## config.mk

```make
export PLATFORM = sky130hd
export DESIGN_NAME = uuid_text_parser_flat
export DESIGN_NICKNAME = d
export VERILOG_FILES = /design/src/hw/rtl/utp_pkg.sv /design/src/hw/rtl/utp_if.sv /design/src/hw/rtl/utp_accum.sv /design/src/hw/rtl/utp_out_reg.sv /design/src/hw/rtl/uuid_text_parser.sv /design/src/flat_wrapper.sv
export SDC_FILE = /design/constraint.sdc
export NUM_CORES = 1
export LEC_CHECK = 0
export ABC_AREA = 0
export BUFFER_PORTS_ARGS = -buffer_cell sky130_fd_sc_hd__buf_4
export CORE_MARGIN = 10
export CORE_UTILIZATION = 40
export DETAILED_ROUTE_END_ITERATION = 10
export GPL_TIMING_DRIVEN = 0
export SETUP_SLACK_MARGIN = 0.02
export SLEW_MARGIN = 20
export SYNTH_ARGS = -nofsm -noshare
export SYNTH_HDL_FRONTEND = slang
export SYNTH_SLANG_ARGS = --single-unit
```

## constraint.sdc

```tcl
create_clock -name clk -period 16.8 [get_ports clk]
set_clock_uncertainty 0.05 [all_clocks]
set_input_delay 3.36 -clock clk [delete_from_list [all_inputs] [get_ports clk]]
set_output_delay 3.36 -clock clk [all_outputs]
set_load 0.05 [all_outputs]
```

## src/hw/rtl/utp_pkg.sv

```systemverilog
// UUID text parser package: format codes, character codes, base UUID
// constants, result struct and the hex digit decoder. No dependencies.
`timescale 1ns / 1ps

package utp_pkg;

  // Format of a parsed text
  typedef enum logic [1:0] {
    FMT_INVALID = 2'd0,
    FMT_16      = 2'd1,
    FMT_32      = 2'd2,
    FMT_128     = 2'd3
  } utp_fmt_t;

  // Characters with a role of their own
  localparam logic [7:0] CH_ZERO    = 8'h30;  // '0'
  localparam logic [7:0] CH_LOWER_X = 8'h78;  // 'x'
  localparam logic [7:0] CH_DASH    = 8'h2d;  // '-'

  // Position of the final character for each accepted length
  localparam logic [5:0] POS_END_16     = 6'd3;   // 4 digits
  localparam logic [5:0] POS_END_32     = 6'd7;   // 8 digits
  localparam logic [5:0] POS_END_16_PFX = 6'd5;   // "0x" + 4 digits
  localparam logic [5:0] POS_END_32_PFX = 6'd9;   // "0x" + 8 digits
  localparam logic [5:0] POS_END_128    = 6'd35;  // 36-character form
  localparam logic [5:0] LONG_LEN       = 6'd36;

  // Dash positions of the 36-character form
  localparam logic [5:0] DASH_POS_0 = 6'd8;
  localparam logic [5:0] DASH_POS_1 = 6'd13;
  localparam logic [5:0] DASH_POS_2 = 6'd18;
  localparam logic [5:0] DASH_POS_3 = 6'd23;

  // Base UUID 0000xxxx-0000-1000-8000-00805f9b34fb
  localparam logic [31:0] BASE_HIGH_TAIL = 32'h0000_1000;
  localparam logic [63:0] BASE_LOW       = 64'h8000_0080_5f9b_34fb;

  typedef struct packed {
    logic       ok;
    logic [3:0] val;
  } utp_hex_t;

  typedef struct packed {
    utp_fmt_t    fmt;
    logic [63:0] uuid_high;
    logic [63:0] uuid_low;
  } utp_result_t;

  // Decode one ASCII hex digit of either case
  function automatic utp_hex_t hex_decode(input logic [7:0] c);
    utp_hex_t h;
    h.ok  = 1'b0;
    h.val = c[3:0];
    if (c inside {[8'h30:8'h39]}) begin
      h.ok = 1'b1;
    end else if (c inside {[8'h41:8'h46], [8'h61:8'h66]}) begin
      h.ok  = 1'b1;
      h.val = c[3:0] + 4'd9;
    end
    return h;
  endfunction

endpackage

```

## src/hw/rtl/utp_if.sv

```systemverilog
// Stream interfaces of the UUID text parser: character input and result output.
// Depends on nothing but plain logic types.
`timescale 1ns / 1ps

interface utp_in_if;
  logic       valid;
  logic       ready;
  logic [7:0] char_code;
  logic       last_char;

  modport source (output valid, char_code, last_char, input ready);
  modport sink   (input valid, char_code, last_char, output ready);
endinterface

interface utp_out_if;
  logic        valid;
  logic        ready;
  logic [1:0]  format;
  logic [63:0] uuid_high;
  logic [63:0] uuid_low;

  modport source (output valid, format, uuid_high, uuid_low, input ready);
  modport sink   (input valid, format, uuid_high, uuid_low, output ready);
endinterface

```

## src/hw/rtl/utp_accum.sv

```systemverilog
// Per-character state of the UUID text parser: position, form flags, nibble
// shift register, and the result decision on the last character. Uses utp_pkg.
`timescale 1ns / 1ps

module utp_accum (
  input  logic                 clk,
  input  logic                 rst_n,
  input  logic                 in_fire,
  input  logic [7:0]           char_code,
  input  logic                 last_char,
  output logic                 res_valid,
  output utp_pkg::utp_result_t res
);

  logic [5:0]   pos_r, pos_nxt;
  logic [3:0]   flags_r, flags_nxt;      // 0:c0 '0', 1:c1 'x', 2:c0 hex, 3:c1 hex
  logic         tail_ok_r, tail_ok_nxt;
  logic         long_ok_r, long_ok_nxt;
  logic [127:0] nib_r, nib_nxt;

  utp_pkg::utp_hex_t hex;
  logic              dash_pos;
  logic              short_ok;
  logic              pfx_ok;

  assign hex = utp_pkg::hex_decode(char_code);
  assign dash_pos = (pos_r == utp_pkg::DASH_POS_0) || (pos_r == utp_pkg::DASH_POS_1) ||
                    (pos_r == utp_pkg::DASH_POS_2) || (pos_r == utp_pkg::DASH_POS_3);

  // Update form flags with the current character
  always_comb begin
    flags_nxt   = flags_r;
    tail_ok_nxt = tail_ok_r;
    long_ok_nxt = long_ok_r;
    if (pos_r == 6'd0) begin
      flags_nxt[0] = flags_r[0] | (char_code == utp_pkg::CH_ZERO);
      flags_nxt[2] = flags_r[2] | hex.ok;
    end else if (pos_r == 6'd1) begin
      flags_nxt[1] = flags_r[1] | (char_code == utp_pkg::CH_LOWER_X);
      flags_nxt[3] = flags_r[3] | hex.ok;
    end else if (!hex.ok) begin
      tail_ok_nxt = 1'b0;
    end
    if (pos_r < utp_pkg::LONG_LEN) begin
      if (dash_pos) begin
        if (char_code != utp_pkg::CH_DASH) long_ok_nxt = 1'b0;
      end else if (!hex.ok) begin
        long_ok_nxt = 1'b0;
      end
    end
    nib_nxt = hex.ok ? {nib_r[123:0], hex.val} : nib_r;
    pos_nxt = (pos_r == '1) ? pos_r : pos_r + 6'd1;
  end

  // Decide the format from the updated flags
  assign short_ok = flags_nxt[2] && flags_nxt[3] && tail_ok_nxt;
  assign pfx_ok   = flags_nxt[0] && flags_nxt[1] && tail_ok_nxt;

  always_comb begin
    res.fmt = utp_pkg::FMT_INVALID;
    if ((pos_r == utp_pkg::POS_END_16 && short_ok) ||
        (pos_r == utp_pkg::POS_END_16_PFX && pfx_ok)) begin
      res.fmt = utp_pkg::FMT_16;
    end else if ((pos_r == utp_pkg::POS_END_32 && short_ok) ||
                 (pos_r == utp_pkg::POS_END_32_PFX && pfx_ok)) begin
      res.fmt = utp_pkg::FMT_32;
    end else if (pos_r == utp_pkg::POS_END_128 && long_ok_nxt) begin
      res.fmt = utp_pkg::FMT_128;
    end
    case (res.fmt)
      utp_pkg::FMT_16: begin
        res.uuid_high = {16'h0000, nib_nxt[15:0], utp_pkg::BASE_HIGH_TAIL};
        res.uuid_low  = utp_pkg::BASE_LOW;
      end
      utp_pkg::FMT_32: begin
        res.uuid_high = {nib_nxt[31:0], utp_pkg::BASE_HIGH_TAIL};
        res.uuid_low  = utp_pkg::BASE_LOW;
      end
      utp_pkg::FMT_128: begin
        res.uuid_high = nib_nxt[127:64];
        res.uuid_low  = nib_nxt[63:0];
      end
      default: begin
        res.uuid_high = 64'h0;
        res.uuid_low  = 64'h0;
      end
    endcase
  end

  assign res_valid = in_fire && last_char;

  // Advance control state per item; return to start after the last character
  always_ff @(posedge clk) begin
    if (!rst_n) begin
      pos_r     <= 6'd0;
      flags_r   <= 4'd0;
      tail_ok_r <= 1'b1;
      long_ok_r <= 1'b1;
    end else if (in_fire) begin
      if (last_char) begin
        pos_r     <= 6'd0;
        flags_r   <= 4'd0;
        tail_ok_r <= 1'b1;
        long_ok_r <= 1'b1;
      end else begin
        pos_r     <= pos_nxt;
        flags_r   <= flags_nxt;
        tail_ok_r <= tail_ok_nxt;
        long_ok_r <= long_ok_nxt;
      end
    end
  end

  // Shift in hex digits; older digits fall off the top
  always_ff @(posedge clk) begin
    if (in_fire) begin
      nib_r <= nib_nxt;
    end
  end

  a_pos_restart: assert property (@(posedge clk) disable iff (!rst_n)
    in_fire && last_char |=> pos_r == 6'd0 && flags_r == 4'd0)
    else $error("position not restarted after last character");

  a_pos_step: assert property (@(posedge clk) disable iff (!rst_n)
    in_fire && !last_char && pos_r != 6'h3f |=> pos_r == $past(pos_r) + 6'd1)
    else $error("position did not advance by one");

endmodule

```

## src/hw/rtl/utp_out_reg.sv

```systemverilog
// Result register of the UUID text parser: holds one result until taken.
// Uses utp_pkg for the result struct.
`timescale 1ns / 1ps

module utp_out_reg (
  input  logic                 clk,
  input  logic                 rst_n,
  input  logic                 load,
  input  utp_pkg::utp_result_t res,
  input  logic                 out_ready,
  output logic                 out_valid,
  output logic                 can_load,
  output utp_pkg::utp_result_t res_out
);

  logic                 valid_r;
  utp_pkg::utp_result_t res_r;

  // Free when empty or when the held item leaves this cycle
  assign can_load  = !valid_r || out_ready;
  assign out_valid = valid_r;
  assign res_out   = res_r;

  always_ff @(posedge clk) begin
    if (!rst_n) begin
      valid_r <= 1'b0;
    end else if (load) begin
      valid_r <= 1'b1;
    end else if (out_ready) begin
      valid_r <= 1'b0;
    end
  end

  // Capture payload on load
  always_ff @(posedge clk) begin
    if (load) begin
      res_r <= res;
    end
  end

  a_no_overwrite: assert property (@(posedge clk) disable iff (!rst_n)
    !(load && valid_r && !out_ready))
    else $error("held result overwritten");

  a_invalid_zero: assert property (@(posedge clk) disable iff (!rst_n)
    valid_r && res_r.fmt == utp_pkg::FMT_INVALID |-> res_r.uuid_high == 64'h0 &&
      res_r.uuid_low == 64'h0)
    else $error("invalid format with nonzero value");

endmodule

```

## src/hw/rtl/uuid_text_parser.sv

```systemverilog
// UUID text parser, top level: character input channel, result output channel.
// Instantiates utp_accum and utp_out_reg; uses utp_pkg and utp_if.
//
// Takes a UUID text one character per item, with last_char set on the final
// character, and gives one result (format code and the 128-bit expanded UUID)
// for that final character; other characters give no result. Accepted forms
// are 4 or 8 hex digits, the same with a lower-case "0x" prefix, and the
// 36-character dashed form; short forms are expanded with the Bluetooth base
// UUID, anything else gives format 0 and a zero value. One character is taken
// every cycle unless the input is stalled; the result appears in the output
// register in the cycle after its last character. The input stalls only while
// a finished result sits in the output register and the sink is not ready.
`timescale 1ns / 1ps

module uuid_text_parser (
  input  logic      clk,
  input  logic      rst_n,
  utp_in_if.sink    in_ch,
  utp_out_if.source out_ch
);

  logic                 in_fire;
  logic                 res_valid;
  logic                 can_load;
  logic                 out_valid;
  utp_pkg::utp_result_t res;
  utp_pkg::utp_result_t res_out;

  assign in_ch.ready = can_load;
  assign in_fire     = in_ch.valid && can_load;

  utp_accum u_accum (
    .clk       (clk),
    .rst_n     (rst_n),
    .in_fire   (in_fire),
    .char_code (in_ch.char_code),
    .last_char (in_ch.last_char),
    .res_valid (res_valid),
    .res       (res)
  );

  utp_out_reg u_out_reg (
    .clk       (clk),
    .rst_n     (rst_n),
    .load      (res_valid),
    .res       (res),
    .out_ready (out_ch.ready),
    .out_valid (out_valid),
    .can_load  (can_load),
    .res_out   (res_out)
  );

  // Drive the result channel
  assign out_ch.valid     = out_valid;
  assign out_ch.format    = res_out.fmt;
  assign out_ch.uuid_high = res_out.uuid_high;
  assign out_ch.uuid_low  = res_out.uuid_low;

endmodule

```

## src/flat_wrapper.sv

```systemverilog
// flat-port wrapper written by rule: the top's interface ports become plain ports
module uuid_text_parser_flat 
  (clk, rst_n, in_ch_valid, in_ch_char_code, in_ch_last_char, in_ch_ready, out_ch_valid, out_ch_format, out_ch_uuid_high, out_ch_uuid_low, out_ch_ready);
  utp_in_if in_ch_i ();
  utp_out_if out_ch_i ();
  input  logic clk;
  input  logic rst_n;
  input wire logic [$bits(in_ch_i.valid)-1:0] in_ch_valid;
  input wire logic [$bits(in_ch_i.char_code)-1:0] in_ch_char_code;
  input wire logic [$bits(in_ch_i.last_char)-1:0] in_ch_last_char;
  output wire logic [$bits(in_ch_i.ready)-1:0] in_ch_ready;
  output wire logic [$bits(out_ch_i.valid)-1:0] out_ch_valid;
  output wire logic [$bits(out_ch_i.format)-1:0] out_ch_format;
  output wire logic [$bits(out_ch_i.uuid_high)-1:0] out_ch_uuid_high;
  output wire logic [$bits(out_ch_i.uuid_low)-1:0] out_ch_uuid_low;
  input wire logic [$bits(out_ch_i.ready)-1:0] out_ch_ready;
  assign in_ch_i.valid = in_ch_valid;
  assign in_ch_i.char_code = in_ch_char_code;
  assign in_ch_i.last_char = in_ch_last_char;
  assign in_ch_ready = in_ch_i.ready;
  assign out_ch_valid = out_ch_i.valid;
  assign out_ch_format = out_ch_i.format;
  assign out_ch_uuid_high = out_ch_i.uuid_high;
  assign out_ch_uuid_low = out_ch_i.uuid_low;
  assign out_ch_i.ready = out_ch_ready;
  uuid_text_parser u_core (.clk(clk), .rst_n(rst_n), .in_ch(in_ch_i), .out_ch(out_ch_i));
endmodule
```

After elaboration in Yosys (flattened, before gate mapping)
Cells that the tools add are included.
{"block": "classes", "n_addsub": 2, "magnitude_cmp": 7, "eq_ne": 18, "muxes": 28, "n_bitwise": 4, "n_reduce_logical": 25}
{"cell": "128-bit case mux with 3 select lines", "count": 1}
{"cell": "128-bit two-way mux", "count": 1}
{"cell": "6-bit by 4-bit equality test with 1-bit output (second input constant)", "count": 3}
{"cell": "1-bit two-way mux", "count": 18}
{"cell": "8-bit by 7-bit >= comparator with 1-bit output (second input constant)", "count": 2}
{"cell": "8-bit by 7-bit less-or-equal comparator with 1-bit output (second input constant)", "count": 2}
{"cell": "1-bit logical AND", "count": 14}
{"cell": "6-bit by 3-bit equality test with 1-bit output (second input constant)", "count": 2}
{"cell": "6-bit by 5-bit equality test with 1-bit output (second input constant)", "count": 2}
{"cell": "6-bit equality test (second input constant)", "count": 2}
{"cell": "6-bit two-way mux", "count": 2}
{"cell": "8-bit by 6-bit equality test with 1-bit output (second input constant)", "count": 1}
{"cell": "8-bit by 7-bit equality test with 1-bit output (second input constant)", "count": 1}
{"cell": "8-bit by 6-bit >= comparator with 1-bit output (second input constant)", "count": 1}
{"cell": "8-bit by 6-bit less-or-equal comparator with 1-bit output (second input constant)", "count": 1}
{"cell": "4-bit two-way mux", "count": 2}
{"cell": "8-bit by 6-bit != test with 1-bit output (second input constant)", "count": 1}
{"cell": "6-bit by 1-bit adder with 6-bit output (second input constant)", "count": 1}
{"cell": "6-bit by 1-bit equality test with 1-bit output (second input constant)", "count": 1}
{"cell": "6-bit by 2-bit equality test with 1-bit output (second input constant)", "count": 1}
{"cell": "6-bit logical NOT", "count": 1}
{"cell": "1-bit logical OR", "count": 6}
{"cell": "6-bit < comparator (second input constant)", "count": 1}
{"cell": "2-bit two-way mux", "count": 3}
{"cell": "9 further kinds", "count": 14}
{"block": "word_totals", "register_bits": 271, "inputBits": 13, "output_inout_bits": 132, "word_cells": 93}

Longest topological paths before layout
{"block": "logic_depth", "word_depth": 16, "mapped_depth": 11, "depth_no_buf": 8}

By module
From an unflattened synthesis, not the netlist that was laid out.
{"block": "unflattened", "hier_cells": 922, "area_unflattened_um2": 11492.3}
{"mod": "utp_accum", "n_inst": 1, "cells_each": 787, "area_each_um2": 7533.5, "seq_area_each_um2": 3963.8}
{"mod": "utp_out_reg", "n_inst": 1, "cells_each": 134, "area_each_um2": 3952.5, "seq_area_each_um2": 3923.8}
{"mod": "uuid_text_parser", "n_inst": 1, "cells_each": 1, "area_each_um2": 6.3, "seq_area_each_um2": 0.0}

Worst setup path before layout
OpenSTA, ideal clock, no wires.
{"block": "synth_path", "path_kind": "input -> register", "start": "input port out_ch_ready", "end": "register u_core.u_out_reg.res_r (netlist bit u_core.u_out_reg.res_out[0]) (enable)", "setup_time_ps": 482, "t_arrival_ps": 10806, "required_ps": 16268, "slack_ps": 5462, "cell_stages": 5, "n_path_buf": 1, "cell_sequence": "nand2b_1 -> and2_1 -> clkbuf_1 -> nand2_1 -> inv_1"}
{"block": "synth_via", "elab_chain_cells": 3}
{"element": "start, declared", "line": "flat_wrapper.sv:16", "text": "input wire logic [$bits(out_ch_i.ready)-1:0] out_ch_ready;"}
{"element": "1-bit logical OR", "line": "utp_out_reg.sv:20", "text": "assign can_load = !valid_r || out_ready;"}
{"element": "1-bit logical AND", "line": "uuid_text_parser.sv:30", "text": "assign in_fire = in_ch.valid && can_load;"}
{"element": "named net u_core.in_fire", "line": "uuid_text_parser.sv:22", "text": "logic in_fire;"}
{"element": "1-bit logical AND", "line": "utp_accum.sv:90", "text": "assign res_valid = in_fire && last_char;"}
{"element": "named net u_core.res_valid", "line": "uuid_text_parser.sv:23", "text": "logic res_valid;"}
{"element": "end signal, assigned", "line": "utp_out_reg.sv:37", "text": "res_r <= res;"}
{"element": "end, declared", "line": "utp_out_reg.sv:17", "text": "utp_pkg::utp_result_t res_r;"}
The timed path passes the listed nets, and every way through them passes these cells.
A chain may end at the register's enable or synchronous reset.

Worst setup path after layout
{"block": "layout_path", "start": "input port out_ch_ready", "end": "output port in_ch_ready"}
{"block": "layout_via", "elab_chain_cells": 1}
{"element": "1-bit logical OR", "line": "utp_out_reg.sv:20"}
{"element": "end, declared", "line": "flat_wrapper.sv:11", "text": "output wire logic [$bits(in_ch_i.ready)-1:0] in_ch_ready;"}
Every way passes these cells.

==> out/results.txt <==
Status = complete, no violations
Slew @ Worst Pin = 880 ps
Synth Register Bits = 271
Setup crit end kind = output pin
Clock Latency Late Sink = 550 ps
Critical Path Fanout Max = 3
Layout cell share with drive strength beyond 1 = 0.261
Int Pwr = 1170 uW
Hold slack = 404 ps
Via density = 5.10
Flop2flop setup slack = 13630 ps
Net count after synthesis = 909
FF-to-FF path depth = 8
Avg Inst Size Synth = 13.0 um^2
Top-count cell post-synth = edfxtp_1
Top routing layer in use = met4
Number of global-route vias before repair = 7629
CTS buffer count = 28
Gr usage total = 0.160
Crit path launch type = primary input
HP Class = register to register
Yosys top cell area share = 0.671
Leakage = 0.00579 uW
Synth top area cells = edfxtp_1 (67%), nand2_1 (6.7%), mux2_2 (3.6%), and3_1 (3.5%), mux2i_1 (2.6%)
Setup bufs post-CTS = 0
Hold Vio Cnt, Final = 0
Post-DP Area = 0.0132 mm^2
Post-synth top cells = edfxtp_1 (258), nand2_1 (205), and3_1 (64)
Post-Route WL = 29600 um
GRT Residual Overflow = 0
Die area = 0.0361 mm^2
Final core occ = 0.493
FFs w/ async S/R, synth = 0
Post-synth top flop = edfxtp_1
Antenna Nets Post-Route = 0
# resized after CTS = 0
I/O Buffers = 144
R2r endpoint = u_core.u_out_reg.res_out[24]
H-tree depth = 1
Comb pwr share = 0.091
Post-route DRC violation count = 0
Yosys synthesis warning count = 0
Tmin final = 7230 ps
Number of synthesized flops with an enable pin = 258
Met2 routed WL = 13800 um
Power density over cell area = 110 mW/mm^2
Count of different cell masters after synthesis = 51
Sw Share = 0.244
Worst-path clk slew = 60 ps
Row cnt = 62
DIE WIDTH = 190 um
Number of setup violations in the final report = 0
DR WL met3 = 2080 um
Switching pwr = 380 uW
Fill cell count = 2490
Setup crit start = out_ch_ready
CP Capture Point = in_ch_ready
Pre-Repair DR Iteration Count = 8
Synth Instances = 889
Placed cell count = 1421
First-pass GRT wire length = 45500 um
Cell Count, Final, Fillers Out = 1473
GP Congestion = 0.829
RR Startpoint = u_core.u_accum.pos_r[0]
Met1 Wirelength = 13200 um
Rel. slew slack = 0.408
Core area = 0.0286 mm^2
Post-route cell area = 0.0141 mm^2
Nets = 1087
Total Neg Setup Slack = 0 ps
Largest net degree at the start of global routing = 73
Period utilization = 0.430
Iteration-0 DRC count of the detailed router = 558
Seq pwr share = 0.518
P&R area growth vs syn = 22.2%
Initial antenna violation count = 0
Initial Utilization = 0.404
Max Fclk = 138 MHz
Detailed Place HPWL = 20400 um
Vias = 7506
Max rail drop VDD = 92.1 uV
Clk Tree Root Cell = clkbuf_16
Clock power frac = 0.390
Register area share after synthesis = 0.693
Hold_buf cts = 0
CTS tree = yes
Worst EP arrival = 3820 ps
Mapped Area = 0.0116 mm^2
Clock Path Buffers = 3
Crit Path Class = primary input to output pin
Cell taking the most area after synthesis = edfxtp_1
CTS sink cnt = 271
Crit path required time = 13390 ps
Chip height = 190 um
Top Ports = 145
Antenna diodes = 0
Slew Viols, Final = 0
RSZ-0062 raised after global routing = false
DR WL/cell = 20.1 um
Max cap viols = 0
power by group through the flow:
| stage | Clock, uW | Combinational, uW | Sequential (uW) |
|---|---|---|---|
| after floorplan | 0 | 60.2 | 852 |
| after global placement | 0 | 137 | 825 |
| after detailed placement | 0 | 142 | 819 |
| after CTS | 617 | 143 | 805 |
| after global routing | 641 | 155 | 809 |
| final | 606 | 142 | 805 |
metal layers:
layer,global-route usage,vias to the layer above
met4,0.0375,0
met2,0.254,246
met3,0.0326,33
met1,0.222,3670
li1,-,3557
met5,0,-
registers in the layout (all words and copies together), names as in the netlist:
name                        count
u_core.u_accum.tail_ok_r        1
u_core.u_accum.long_ok_r        1
u_core.u_out_reg.res_out      130
u_core.u_accum.nib_r          128
u_core.u_accum.pos_r            6
u_core.u_accum.flags_r          4
u_core.u_out_reg.out_valid      1
per-stage QoR:
step	total power, uW	setup WS, ps
3_5_place_dp	961	9560
2_1_floorplan	912	5460
4_1_cts	1560	9560
6_report	1550	9570
5_1_grt	1600	9550
3_3_place_gp	962	2100
cells in the final DEF, fill, tap and decap left out, drive strengths merged, types with 4 or more instances in the layout:
cell type,n
buf,177
nor3,6
mux2,37
dfxtp,13
clkbuf,59
mux2i,31
edfxtp,258
nor2,22
nand2b,4
and3,64
clkinv,12
inv,41
o21ai,63
a21oi,7
nand3,43
nand2,205
ha,7
cells by family after synthesis:
logic type               share of synthesized area
AO/OA/AOI/OAI                               0.0521
XOR/XNOR                                   0.00228
adder cells (fa/ha/maj)                    0.00758
buffers and inverters                       0.0343
flip-flops                                   0.693
multiplexers                                0.0640
AND/OR/NAND/NOR                              0.146
area by class of cell:
class,count,area (um^2),share of cell area
tap,384,480,0.0340
timing repair buffer,148,1180,0.0838
inverter,39,151,0.0107
clock inverter,17,141,0.0100
multi-input combinational,526,3150,0.223
sequential,271,8010,0.567
clock buffer,35,748,0.0530
buffer,53,254,0.0180
critical path: stages:
cell,delay (ps)
buf_4,110
nand2b_1,160
buf_4,200
how the worst min path moves through the flow:
stage | start | slack [ps] | depth (start not counted) | endpoint
after floorplan | u_core.u_accum.tail_ok_r | 380 | 1 | u_core.u_accum.tail_ok_r
after global placement | u_core.u_accum.tail_ok_r | 390 | 1 | u_core.u_accum.tail_ok_r
after detailed placement | u_core.u_accum.tail_ok_r | 390 | 1 | u_core.u_accum.tail_ok_r
after CTS | u_core.u_accum.tail_ok_r | 400 | 1 | u_core.u_accum.tail_ok_r
after global routing | u_core.u_accum.tail_ok_r | 420 | 1 | u_core.u_accum.tail_ok_r
final | u_core.u_accum.tail_ok_r | 400 | 1 | u_core.u_accum.tail_ok_r
(Power assumes the default switching activity.)
